## config.mk

```make
export PLATFORM = sky130hd
export DESIGN_NAME = byte_stuffing_framer_top
export DESIGN_NICKNAME = d
export VERILOG_FILES = /design/src/rtl/bsf_pkg.sv /design/src/rtl/bsf_front.sv /design/src/rtl/bsf_queue.sv /design/src/rtl/bsf_back.sv /design/src/rtl/byte_stuffing_framer_top.sv
export VERILOG_INCLUDE_DIRS = /design/src /design/src/rtl
export SDC_FILE = /design/constraint.sdc
export NUM_CORES = 1
export LEC_CHECK = 0
export ABC_AREA = 0
export BUFFER_PORTS_ARGS = -buffer_cell sky130_fd_sc_hd__buf_2
export CAP_MARGIN = 20
export CORE_MARGIN = 5
export CORE_UTILIZATION = 55
export CTS_CLUSTER_SIZE = 12
export DETAILED_ROUTE_END_ITERATION = 12
export GPL_ROUTABILITY_DRIVEN = 0
export MAX_ROUTING_LAYER = met4
export PLACE_DENSITY = 0.83
export SYNTH_ARGS = -nofsm -noshare
export SYNTH_HDL_FRONTEND = slang
export SYNTH_SLANG_ARGS = --single-unit
```

## constraint.sdc

```tcl
create_clock -name clk_i -period 5.24 [get_ports clk_i]
set_clock_uncertainty 0.15 [all_clocks]
set_input_delay 1.048 -clock clk_i [delete_from_list [all_inputs] [get_ports clk_i]]
set_output_delay 1.048 -clock clk_i [all_outputs]
set_load 0.005 [all_outputs]
```

## src/rtl/byte_stuffing_framer_top_defines.svh

```systemverilog
// ----------------------------------------------------------------------------
// byte stuffing framer assertion macros
// shared concurrent assertion forms, clocked on clk_i, off during reset
// ----------------------------------------------------------------------------
`ifndef BYTE_STUFFING_FRAMER_TOP_DEFINES_SVH
`define BYTE_STUFFING_FRAMER_TOP_DEFINES_SVH

// same-cycle implication
`define BSF_ASSERT_SAME(lbl, ante, cons) \
  lbl: assert property (@(posedge clk_i) disable iff (!rst_ni) (ante) |-> (cons)) \
    else $error("bsf assertion failed (same cycle)");

// next-cycle implication
`define BSF_ASSERT_NEXT(lbl, ante, cons) \
  lbl: assert property (@(posedge clk_i) disable iff (!rst_ni) (ante) |=> (cons)) \
    else $error("bsf assertion failed (next cycle)");

`endif

```

## src/rtl/bsf_pkg.sv

```systemverilog
// ----------------------------------------------------------------------------
// bsf_pkg
// types and constants shared by the byte stuffing framer modules
// ----------------------------------------------------------------------------
package bsf_pkg;

  localparam int unsigned ByteW   = 8;
  localparam int unsigned CfgIdxW = 1;

  // configuration register indexes
  localparam logic [CfgIdxW-1:0] CFG_FLAG   = 1'b0;
  localparam logic [CfgIdxW-1:0] CFG_ESCAPE = 1'b1;

  // kind of each line byte
  typedef enum logic [1:0] {
    KIND_PAYLOAD = 2'd0,
    KIND_FLAG    = 2'd1,
    KIND_ESCAPE  = 2'd2
  } kind_e;

  // classified item handed from front to back
  typedef struct packed {
    logic [ByteW-1:0] data;
    logic [ByteW-1:0] flag_byte;
    logic [ByteW-1:0] esc_byte;
    logic             open;
    logic             esc;
    logic             close;
  } cmd_t;

endpackage

```

## src/rtl/bsf_front.sv

```systemverilog
// ----------------------------------------------------------------------------
// bsf_front
// accepts payload bytes, tracks the open frame and classifies each byte
// ----------------------------------------------------------------------------
module bsf_front (
  input  logic                              clk_i,
  input  logic                              rst_ni,
  // configuration writes
  input  logic                              cfg_we_i,
  input  logic [bsf_pkg::CfgIdxW-1:0]       cfg_idx_i,
  input  logic [bsf_pkg::ByteW-1:0]         cfg_wdata_i,
  // input stream
  input  logic                              s_tvalid_i,
  output logic                              s_tready_o,
  input  logic [bsf_pkg::ByteW-1:0]         s_tdata_i,
  input  logic                              s_tlast_i,
  // queue write side
  output logic                              push_o,
  output bsf_pkg::cmd_t                     cmd_o,
  input  logic                              q_ready_i
);

  logic [bsf_pkg::ByteW-1:0] flag_q, flag_d;
  logic [bsf_pkg::ByteW-1:0] esc_q, esc_d;
  logic                      open_q, open_d;

  // register writes
  always_comb begin
    flag_d = flag_q;
    esc_d  = esc_q;
    if (cfg_we_i) begin
      unique case (cfg_idx_i)
        bsf_pkg::CFG_FLAG:   flag_d = cfg_wdata_i;
        bsf_pkg::CFG_ESCAPE: esc_d  = cfg_wdata_i;
        default: ;
      endcase
    end
  end

  // classify the incoming byte
  assign s_tready_o = q_ready_i;
  assign push_o     = s_tvalid_i && q_ready_i;

  always_comb begin
    cmd_o.data      = s_tdata_i;
    cmd_o.flag_byte = flag_q;
    cmd_o.esc_byte  = esc_q;
    cmd_o.open      = !open_q;
    cmd_o.esc       = (s_tdata_i == flag_q) || (s_tdata_i == esc_q);
    cmd_o.close     = s_tlast_i;
  end

  // frame open tracking
  assign open_d = push_o ? !s_tlast_i : open_q;

  always_ff @(posedge clk_i or negedge rst_ni) begin
    if (!rst_ni) begin
      flag_q <= 8'h0F;
      esc_q  <= 8'h06;
      open_q <= 1'b0;
    end else begin
      flag_q <= flag_d;
      esc_q  <= esc_d;
      open_q <= open_d;
    end
  end

endmodule

```

## src/rtl/bsf_queue.sv

```systemverilog
// ----------------------------------------------------------------------------
// bsf_queue
// small command queue decoupling the front from the back
// ----------------------------------------------------------------------------
`include "byte_stuffing_framer_top_defines.svh"

module bsf_queue #(
  parameter int unsigned DEPTH = 2
) (
  input  logic          clk_i,
  input  logic          rst_ni,
  input  logic          push_i,
  input  bsf_pkg::cmd_t cmd_i,
  output logic          ready_o,
  input  logic          pop_i,
  output bsf_pkg::cmd_t head_o,
  output logic          valid_o
);

  localparam int unsigned PtrW = (DEPTH > 1) ? $clog2(DEPTH) : 1;
  localparam int unsigned CntW = $clog2(DEPTH + 1);

  bsf_pkg::cmd_t   mem_q [DEPTH];
  logic [PtrW-1:0] wr_ptr_q, wr_ptr_d;
  logic [PtrW-1:0] rd_ptr_q, rd_ptr_d;
  logic [CntW-1:0] count_q, count_d;

  assign ready_o = (count_q != CntW'(DEPTH));
  assign valid_o = (count_q != '0);
  assign head_o  = mem_q[rd_ptr_q];

  // pointer and fill tracking
  always_comb begin
    wr_ptr_d = wr_ptr_q;
    rd_ptr_d = rd_ptr_q;
    count_d  = count_q;
    if (push_i) begin
      wr_ptr_d = (wr_ptr_q == PtrW'(DEPTH - 1)) ? '0 : wr_ptr_q + 1'b1;
    end
    if (pop_i) begin
      rd_ptr_d = (rd_ptr_q == PtrW'(DEPTH - 1)) ? '0 : rd_ptr_q + 1'b1;
    end
    if (push_i && !pop_i) begin
      count_d = count_q + 1'b1;
    end else if (pop_i && !push_i) begin
      count_d = count_q - 1'b1;
    end
  end

  always_ff @(posedge clk_i or negedge rst_ni) begin
    if (!rst_ni) begin
      wr_ptr_q <= '0;
      rd_ptr_q <= '0;
      count_q  <= '0;
    end else begin
      wr_ptr_q <= wr_ptr_d;
      rd_ptr_q <= rd_ptr_d;
      count_q  <= count_d;
    end
  end

  // entry storage
  always_ff @(posedge clk_i) begin
    if (push_i) begin
      mem_q[wr_ptr_q] <= cmd_i;
    end
  end

  `BSF_ASSERT_SAME(a_no_pop_when_empty, pop_i, count_q != '0)

endmodule

```

## src/rtl/bsf_back.sv

```systemverilog
// ----------------------------------------------------------------------------
// bsf_back
// expands each command into payload plus any opening flag, escape, closing flag
// ----------------------------------------------------------------------------
`include "byte_stuffing_framer_top_defines.svh"

module bsf_back (
  input  logic                      clk_i,
  input  logic                      rst_ni,
  // queue read side
  input  logic                      q_valid_i,
  input  bsf_pkg::cmd_t             head_i,
  output logic                      pop_o,
  // output stream
  output logic                      m_tvalid_o,
  input  logic                      m_tready_i,
  output logic [bsf_pkg::ByteW-1:0] m_tdata_o,
  output logic [1:0]                m_tuser_o,
  output logic                      m_tlast_o
);

  typedef enum logic [3:0] {
    PH_OPEN  = 4'b0001,
    PH_ESC   = 4'b0010,
    PH_DATA  = 4'b0100,
    PH_CLOSE = 4'b1000
  } phase_e;

  bsf_pkg::cmd_t             cur_q, cur_d;
  logic                      busy_q, busy_d;
  phase_e                    phase_q, phase_d, phase_nxt, phase_first;
  logic                      out_valid_q, out_valid_d;
  logic [bsf_pkg::ByteW-1:0] out_data_q, out_data_d;
  bsf_pkg::kind_e            out_kind_q, out_kind_d;
  logic                      out_last_q, out_last_d;
  logic                      out_free, load, fin;
  logic [bsf_pkg::ByteW-1:0] cur_byte;
  bsf_pkg::kind_e            cur_kind;

  // byte of the current phase and the phase after it
  always_comb begin
    cur_byte  = cur_q.data;
    cur_kind  = bsf_pkg::KIND_PAYLOAD;
    fin       = 1'b1;
    phase_nxt = PH_DATA;
    unique case (phase_q)
      PH_OPEN: begin
        cur_byte  = cur_q.flag_byte;
        cur_kind  = bsf_pkg::KIND_FLAG;
        fin       = 1'b0;
        phase_nxt = cur_q.esc ? PH_ESC : PH_DATA;
      end
      PH_ESC: begin
        cur_byte  = cur_q.esc_byte;
        cur_kind  = bsf_pkg::KIND_ESCAPE;
        fin       = 1'b0;
        phase_nxt = PH_DATA;
      end
      PH_DATA: begin
        cur_byte  = cur_q.data;
        cur_kind  = bsf_pkg::KIND_PAYLOAD;
        fin       = !cur_q.close;
        phase_nxt = PH_CLOSE;
      end
      PH_CLOSE: begin
        cur_byte  = cur_q.flag_byte;
        cur_kind  = bsf_pkg::KIND_FLAG;
        fin       = 1'b1;
        phase_nxt = PH_CLOSE;
      end
      default: ;
    endcase
  end

  // first phase of the waiting command
  always_comb begin
    if (head_i.open) begin
      phase_first = PH_OPEN;
    end else if (head_i.esc) begin
      phase_first = PH_ESC;
    end else begin
      phase_first = PH_DATA;
    end
  end

  // sequencing: take the next command as the last byte of this one leaves
  assign out_free = !out_valid_q || m_tready_i;
  assign load     = busy_q && out_free;
  assign pop_o    = q_valid_i && (!busy_q || (load && fin));

  always_comb begin
    cur_d   = cur_q;
    busy_d  = busy_q;
    phase_d = phase_q;
    if (pop_o) begin
      cur_d   = head_i;
      busy_d  = 1'b1;
      phase_d = phase_first;
    end else if (load && fin) begin
      busy_d  = 1'b0;
    end else if (load) begin
      phase_d = phase_nxt;
    end
  end

  // output register
  always_comb begin
    out_valid_d = out_valid_q;
    out_data_d  = out_data_q;
    out_kind_d  = out_kind_q;
    out_last_d  = out_last_q;
    if (load) begin
      out_valid_d = 1'b1;
      out_data_d  = cur_byte;
      out_kind_d  = cur_kind;
      out_last_d  = fin;
    end else if (m_tready_i) begin
      out_valid_d = 1'b0;
    end
  end

  always_ff @(posedge clk_i or negedge rst_ni) begin
    if (!rst_ni) begin
      busy_q      <= 1'b0;
      phase_q     <= PH_DATA;
      out_valid_q <= 1'b0;
    end else begin
      busy_q      <= busy_d;
      phase_q     <= phase_d;
      out_valid_q <= out_valid_d;
    end
  end

  always_ff @(posedge clk_i) begin
    cur_q      <= cur_d;
    out_data_q <= out_data_d;
    out_kind_q <= out_kind_d;
    out_last_q <= out_last_d;
  end

  assign m_tvalid_o = out_valid_q;
  assign m_tdata_o  = out_data_q;
  assign m_tuser_o  = out_kind_q;
  assign m_tlast_o  = out_last_q;

  `BSF_ASSERT_NEXT(a_esc_then_payload,
    m_tvalid_o && m_tready_i && (out_kind_q == bsf_pkg::KIND_ESCAPE),
    m_tvalid_o && (out_kind_q == bsf_pkg::KIND_PAYLOAD))
  `BSF_ASSERT_SAME(a_esc_not_last,
    m_tvalid_o && (out_kind_q == bsf_pkg::KIND_ESCAPE), !m_tlast_o)
  `BSF_ASSERT_SAME(a_close_phase_needs_close, busy_q && (phase_q == PH_CLOSE), cur_q.close)

endmodule

```

## src/rtl/byte_stuffing_framer_top.sv

```systemverilog
// ----------------------------------------------------------------------------
// byte_stuffing_framer_top
// flag-delimited byte stuffing framer, transmit side
//
// channel   direction  tdata             tuser          tlast
// s_axis    in         payload_byte[7:0] -              frame_end
// m_axis    out        line_byte[7:0]    byte_kind[1:0] run_last
// cfg       in         index 0 flag_byte, index 1 escape_byte, write only
//
// one payload byte per cycle while the output is ready and no flag or escape is inserted;
// each opening flag, escape or closing flag adds one line byte, from the back's single output register
// first byte passes the queue, the back's command register and its output register
// reset clears frame state and sets flag 0x0F, escape 0x06
// a stalled output fills the queue, then s_axis_tready drops
// ----------------------------------------------------------------------------
module byte_stuffing_framer_top #(
  parameter int unsigned QUEUE_DEPTH = 2
) (
  input  logic                              clk_i,
  input  logic                              rst_ni,
  // configuration port
  input  logic                              cfg_we_i,
  input  logic [bsf_pkg::CfgIdxW-1:0]       cfg_idx_i,
  input  logic [bsf_pkg::ByteW-1:0]         cfg_wdata_i,
  // input stream
  input  logic                              s_axis_tvalid,
  output logic                              s_axis_tready,
  input  logic [7:0]                        s_axis_tdata,   // [7:0] payload_byte
  input  logic                              s_axis_tlast,   // frame_end
  // output stream
  output logic                              m_axis_tvalid,
  input  logic                              m_axis_tready,
  output logic [7:0]                        m_axis_tdata,   // [7:0] line_byte
  output logic [1:0]                        m_axis_tuser,   // [1:0] byte_kind
  output logic                              m_axis_tlast    // run_last
);

  logic          push, q_ready, pop, q_valid;
  bsf_pkg::cmd_t cmd, head;

  // classification front
  bsf_front u_front (
    .clk_i       (clk_i),
    .rst_ni      (rst_ni),
    .cfg_we_i    (cfg_we_i),
    .cfg_idx_i   (cfg_idx_i),
    .cfg_wdata_i (cfg_wdata_i),
    .s_tvalid_i  (s_axis_tvalid),
    .s_tready_o  (s_axis_tready),
    .s_tdata_i   (s_axis_tdata),
    .s_tlast_i   (s_axis_tlast),
    .push_o      (push),
    .cmd_o       (cmd),
    .q_ready_i   (q_ready)
  );

  // command queue
  bsf_queue #(
    .DEPTH (QUEUE_DEPTH)
  ) u_queue (
    .clk_i   (clk_i),
    .rst_ni  (rst_ni),
    .push_i  (push),
    .cmd_i   (cmd),
    .ready_o (q_ready),
    .pop_i   (pop),
    .head_o  (head),
    .valid_o (q_valid)
  );

  // byte sequencer back
  bsf_back u_back (
    .clk_i      (clk_i),
    .rst_ni     (rst_ni),
    .q_valid_i  (q_valid),
    .head_i     (head),
    .pop_o      (pop),
    .m_tvalid_o (m_axis_tvalid),
    .m_tready_i (m_axis_tready),
    .m_tdata_o  (m_axis_tdata),
    .m_tuser_o  (m_axis_tuser),
    .m_tlast_o  (m_axis_tlast)
  );

endmodule
```

# [Word level (Yosys, flattened, before mapping)]
# Memory sizes are Yosys's and may differ from the RTL's.
# Index checks and enable logic that the tools add are counted.
[totals] mem_bits_rw=54 ff_bits=64 n_memories=1 in_bits=23
[mem_list] name="u_queue.mem_q" words=2 word_bits=27 read_ports=1 rd_ports_with_merged_regs=0 write_ports=1 line="bsf_queue.sv:23" text="bsf_pkg::cmd_t mem_q [DEPTH];"
[op_classes] eq_ne=8 bitwise_logic=1 n_mux=20 n_reduce_logical=27 addsub=4
[op_table] op="$eq A8 B8 Y1" n=2
[op_table] op="$mux W4" n=4
[op_table] op="$pmux W8 S2" n=1
[op_table] op="$reduce_bool A2 Y1" n=5
[op_table] op="$mux W1" n=8
[op_table] op="$pmux W4 S2" n=1
[op_table] op="$logic_not A1 Y1" n=7
[op_table] op="$logic_and A1 B1 Y1" n=6
[op_table] op="$mux W3" n=2
[op_table] op="$reduce_and A2 Y1" n=3
[op_table] op="$reduce_or A2 Y1" n=3
[op_table] op="$eq A4 B1 Y1 const B" n=1
[op_table] op="$eq A4 B2 Y1 const B" n=1
[op_table] op="$eq A4 B3 Y1 const B" n=1
[op_table] op="$eq A4 B4 Y1 const B" n=1
[op_table] op="$mux W2" n=2
[op_table] op="$ne A2 B2 Y1 const B" n=2
[op_table] op="$pmux W2 S2" n=1
[op_table] op="$logic_or A1 B1 Y1" n=3
[op_table] op="$add A1 B1 Y1 const B" n=2
[op_table] op="$add A2 B1 Y2 const B" n=1
[op_table] op="$pmux W1 S2" n=1
[op_table] op="$sub A2 B1 Y2 const B" n=1
[op_table] op="$not A1 Y1" n=1

# [Longest topological paths before layout]
[logic_depth] word_depth=9 mapped_depth=10 depth_no_buf=9

# [Modules after synthesis]
# Synthesis repeated with hierarchy kept, for this count alone.
[unflattened] hier_cells=271 area_unflattened_um2=4859.7
[modules_own_cells] mod="bsf_queue" seq_area_each_um2=1721.7 n_inst=1 area_each_um2=2237.1 cells_per_inst=100
[modules_own_cells] mod="bsf_back" seq_area_each_um2=1262.5 n_inst=1 area_each_um2=1681.6 cells_per_inst=99
[modules_own_cells] mod="bsf_front" seq_area_each_um2=432.9 n_inst=1 area_each_um2=940.9 cells_per_inst=72

# [Least setup slack after synthesis]
# Ideal clock, no wire load.
[synth_timing] path_type="input -> register" start="in s_axis_tvalid" end="mem u_queue.mem_q[0][0] in the netlist's numbering, enable pin" arrival_ns=2.314 path_buffers=0 setup_slack_ns=2.365 cell_stages=2 cell_sequence="nand2_1 -> nor2_1"
[synth_between] elab_chain_len=3
[synth_lines] item="from (decl)" line="byte_stuffing_framer_top.sv:26" text="input logic s_axis_tvalid,"
[synth_lines] item="$logic_and A1 B1 Y1" line="bsf_front.sv:42" text="assign push_o = s_tvalid_i && q_ready_i;"
[synth_lines] item="$mux W1" line="bsf_queue.sv:64" text="if (push_i) begin"
[synth_lines] item="$mux W1 (not written as such)" line="bsf_queue.sv:65" text="mem_q[wr_ptr_q] <= cmd_i;"
[synth_lines] item="to (decl)" line="bsf_queue.sv:23"
# No other way between the ends.

# [Final worst setup path]
[layout_timing] start="reg u_back.phase_q[1]" end="reg u_queue.count_q[1]"
[layout_between] elab_chain_len=9 word_cells_on_any_way=13 cone_classes="eq/ne: 3; mux: 2; reduce/logical: 8"
[layout_lines] item="from (decl)" line="bsf_back.sv:31" text="phase_e phase_q, phase_d, phase_nxt, phase_first;"
[layout_lines] item="from (signal assigned)" line="bsf_back.sv:129" text="phase_q <= phase_d;"
[layout_lines] item="$eq A4 B1 Y1 or $eq A4 B2 Y1 (tied branches)" line="bsf_back.sv:46" text="unique case (phase_q)"
[layout_lines] item="$reduce_or A2 Y1 (no line)"
[layout_lines] item="$pmux W1 S2 *" line="bsf_back.sv:46"
[layout_lines] item="named net u_back.fin" line="bsf_back.sv:36" text="logic out_free, load, fin;"
[layout_lines] item="$logic_and A1 B1 Y1 *" line="bsf_back.sv:89" text="assign pop_o = q_valid_i && (!busy_q || (load && fin));"
[layout_lines] item="$logic_or A1 B1 Y1 *" line="bsf_back.sv:89"
[layout_lines] item="$logic_and A1 B1 Y1 *" line="bsf_back.sv:89"
[layout_lines] item="named net pop" line="byte_stuffing_framer_top.sv:38" text="logic push, q_ready, pop, q_valid;"
[layout_lines] item="$logic_not A1 Y1" line="bsf_queue.sv:43" text="if (push_i && !pop_i) begin"
[layout_lines] item="$logic_and A1 B1 Y1" line="bsf_queue.sv:43"
[layout_lines] item="$mux W2 or $reduce_bool A2 Y1 (tied branches)"
[layout_lines] item="to (signal assigned)" line="bsf_queue.sv:58" text="count_q <= count_d;"
[layout_lines] item="to (decl)" line="bsf_queue.sv:26" text="logic [CntW-1:0] count_q, count_d;"
# Mark *: on every way through the listed nets, which the timed path passes. The rest lies on a longest branch.
# A chain may end at the register's enable or synchronous reset.

==> results.yml <==
cts:
  clock-root-buffer: "sky130_fd_sc_hd__clkbuf_8"
  worst_skew_pair.late_latency_ns: 0.51
  post-cts-setup-buffer-count: 0
  cts-htree-levels: 4
  post_cts.resized_instances: 0
  number_of_buffers_created_by_cts: 17
  cts.sinks: 118
  cts-hold-fix-buffers: 0
  clock_tree_from_tritoncts: "yes"
  clkSlewWorstSetupHoldPaths_ns: 0.05
  clk_path_buf_depth: 2
synth:
  synthTopCellsByArea: "sky130_fd_sc_hd__edfxtp_1 (60%), sky130_fd_sc_hd__dfrtp_1 (11%), sky130_fd_sc_hd__mux2_2 (10%), sky130_fd_sc_hd__dfstp_2 (4.0%), sky130_fd_sc_hd__xnor2_1 (3.6%)"
  synth.cells.most_frequent: "sky130_fd_sc_hd__edfxtp_1 (91), sky130_fd_sc_hd__mux2_2 (42), sky130_fd_sc_hd__nand2_1 (24)"
  postSynth.topFlopCell: "sky130_fd_sc_hd__edfxtp_1"
  synth.cell_area_um2: 4578
  yosysWarningCount: 0
  synth_largest_area_cell: "sky130_fd_sc_hd__edfxtp_1"
  ys_async_sr_fraction: 0.2288
  netlist_instances: 265
  synth_top_cell_area_share: 0.5969
  post-synth-top-count-cell: "sky130_fd_sc_hd__edfxtp_1"
  synth-seq-cells: 118
  synth_cell_types: 29
  synth_area_per_cell_um2: 17.28
  synth_edf_count: 91
  synth_seq_area_share: 0.7464
  synth_nets: 289
critical_path:
  start_kind: "flop"
  critical_path_peak_fanout: 32
  arrival_ns: 3.20
  crit_type: "flop to flop"
  cp_data_required_time_ns: 5.48
  endpoint_kind: "flop"
timing:
  max_clock_freq_ghz: 0.3379
  worst-slew-pin-transition_ns: 0.9745
  grt_setup_unrepaired: "false"
  slew_viol_final: 0
  report.final.setup_viol: 0
  finalCriticalPeriod_ns: 2.959
  period_share: 0.5647
  final_critical_path_setup_slack_ns: 2.281
  setup_tns_ns: 0
  slew_headroom: 0.3489
  finalHoldViolCount: 0
final_layout:
  area.growth.synth_to_final_pct: 19.98
  final_cell_count_no_fill: 433
  final_nets: 339
  finish.utilization: 0.6719
  layout.cell_area.non_filler_um2: 5493
  n_antenna_cell: 0
  drive_gt1_frac: 0.3811
drt:
  postRouteWirelength_um: 7469
  vias_per_cell: 5.291
  wl_per_cell_um: 17.25
  drt_drc_violations_left: 0
  remaining_antenna_violation_count_after_routing: 0
  first_pass_iters: 4
  drt_first_iter_violations: 104
  dr_total_vias: 2291
power_and_ir_drop:
  powerDensity_nw_per_um2: 635.5
  p_leak_nw: 2.043
  p_clk_frac: 0.322
  power_frac_comb: 0.215
  power.internal_mw: 2.523
  switching_share: 0.2772
  max-vdd-ir-drop_mv: 0.2706
  power_switching_uw: 967.5
  power.share.sequential: 0.462
floorplanning:
  die_height_um: 101.2
  core_um2: 8175
  io_pins: 36
  fp-row-count: 33
  floorplan.initialDensity: 0.5600
  die_x_um: 101.2
  die_area_um2: 10250
place:
  io_buffer_count: 35
  preCtsSetupSlack_ns: 2.068
  dp_hpwl_um: 4595
  number_of_placed_instances_taps_included: 400
  placement.cell_area_um2: 4873
global_route:
  grt_start_max_net_pins: 33
  grt_pass1_wl_um: 12130
  grt_overflow_total: 0
  track_usage: 0.1672
  first_global_vias: 2326
  initial_antenna_violation_count: 0
job:
  max_cap_viol_count: 0
status:
  status: "complete, no violations"
hold_path:
  worst_hold_path_type: "flop to flop"
power by group through the flow:
| stage | registers [mW] | logic [mW] | clock network, mW |
|---|---|---|---|
| after floorplan | 1.56 | 0.578 | 0 |
| after global placement | 1.62 | 0.694 | 0 |
| after detailed placement | 1.64 | 0.718 | 0 |
| after CTS | 1.63 | 0.736 | 1.15 |
| after global routing | 1.65 | 0.831 | 1.19 |
| final | 1.61 | 0.751 | 1.13 |
per-layer routing:
| layer | global-route usage | wire length (µm) | part of all wire |
|---|---|---|---|
| met3 | 0.04545 | 326 | 0.044 |
| met5 | - | 0 | 0 |
| met1 | 0.2167 | 3399 | 0.46 |
| met2 | 0.2475 | 3611 | 0.48 |
| met4 | 0.07669 | 131 | 0.018 |
cells in the final DEF, fill, tap and decap left out, drive strengths merged, types with 2 or more instances in the layout:
cell type	instances
a21oi	3
edfxtp	91
dfstp	7
nand2	25
a22oi	8
dfrtp	20
nand2b	4
nor2b	2
o21ai	3
xnor2	19
buf	38
mux2i	6
nand4	4
nor2	6
clkinv	5
clkbuf	22
inv	6
clkinvlp	3
xor2	4
mux2	42
worst paths after layout:
path	depth (start not counted)	slack (ns)	end	start
max reg2reg	9	2.28	u_queue.count_q[1]	u_back.phase_q[1]
min	2	0.33	u_front.open_q	u_front.open_q
max in group asynchronous	1	4.11	u_queue.rd_ptr_q	rst_ni
min in group asynchronous	1	0.41	u_back.busy_q	rst_ni
max	9	2.28	u_queue.count_q[1]	u_back.phase_q[1]
min reg2reg	2	0.33	u_front.open_q	u_front.open_q
cell families (layout without fill, tap and decap cells):
kind of cell               after synthesis  count (layout)  synth area share
AOI/OAI and AO/OA                       16              16           0.02925
xor gates and xnor gates                23              23           0.04400
adders and majority gates                1               1          0.002733
buffers and inverters                   12              75           0.01039
DFF                                    118             118            0.7464
muxes                                   48              48            0.1164
and+or+nand+nor                         47              47           0.05083
flip-flops by register name, indices dropped and copies added (netlist names), 2 cells and up:
name,count
u_queue.mem_q,54
u_back.cur_q,26
u_back.m_tdata_o,8
u_front.esc_q,8
u_front.flag_q,8
u_back.phase_q,4
u_back.m_tuser_o,2
u_queue.count_q,2
stage by stage:
step | total power, mW | hold slack, ns
3_3_place_gp | 2.315 | 0.3174
4_1_cts | 3.516 | 0.3424
2_1_floorplan | 2.134 | 0.2998
5_1_grt | 3.667 | 0.3676
6_report | 3.491 | 0.3343
3_5_place_dp | 2.359 | 0.3287
area by class of cell:
cell class,count,area [µm²]
repair buffers,38,205.2
inverters,5,18.77
fillers,523,2683
multi-input cells,135,1116
clock inverters,10,87.58
flip-flops and latches,118,3417
clock buffers,22,516.7
well taps,105,131.4
critical path: stages (launching register included):
cell and delay, ns:
sky130_fd_sc_hd__dfrtp_1 0.47, sky130_fd_sc_hd__and3b_1 0.24, sky130_fd_sc_hd__o311ai_4 0.33, sky130_fd_sc_hd__nand2_2 0.12
sky130_fd_sc_hd__a21oi_4 0.78, sky130_fd_sc_hd__inv_1 0.11, sky130_fd_sc_hd__ha_1 0.24, sky130_fd_sc_hd__xor2_1 0.18
sky130_fd_sc_hd__nor2_1 0.07, sky130_fd_sc_hd__xor2_1 0.14
No activity file was read; power rests on OpenSTA's default activity.
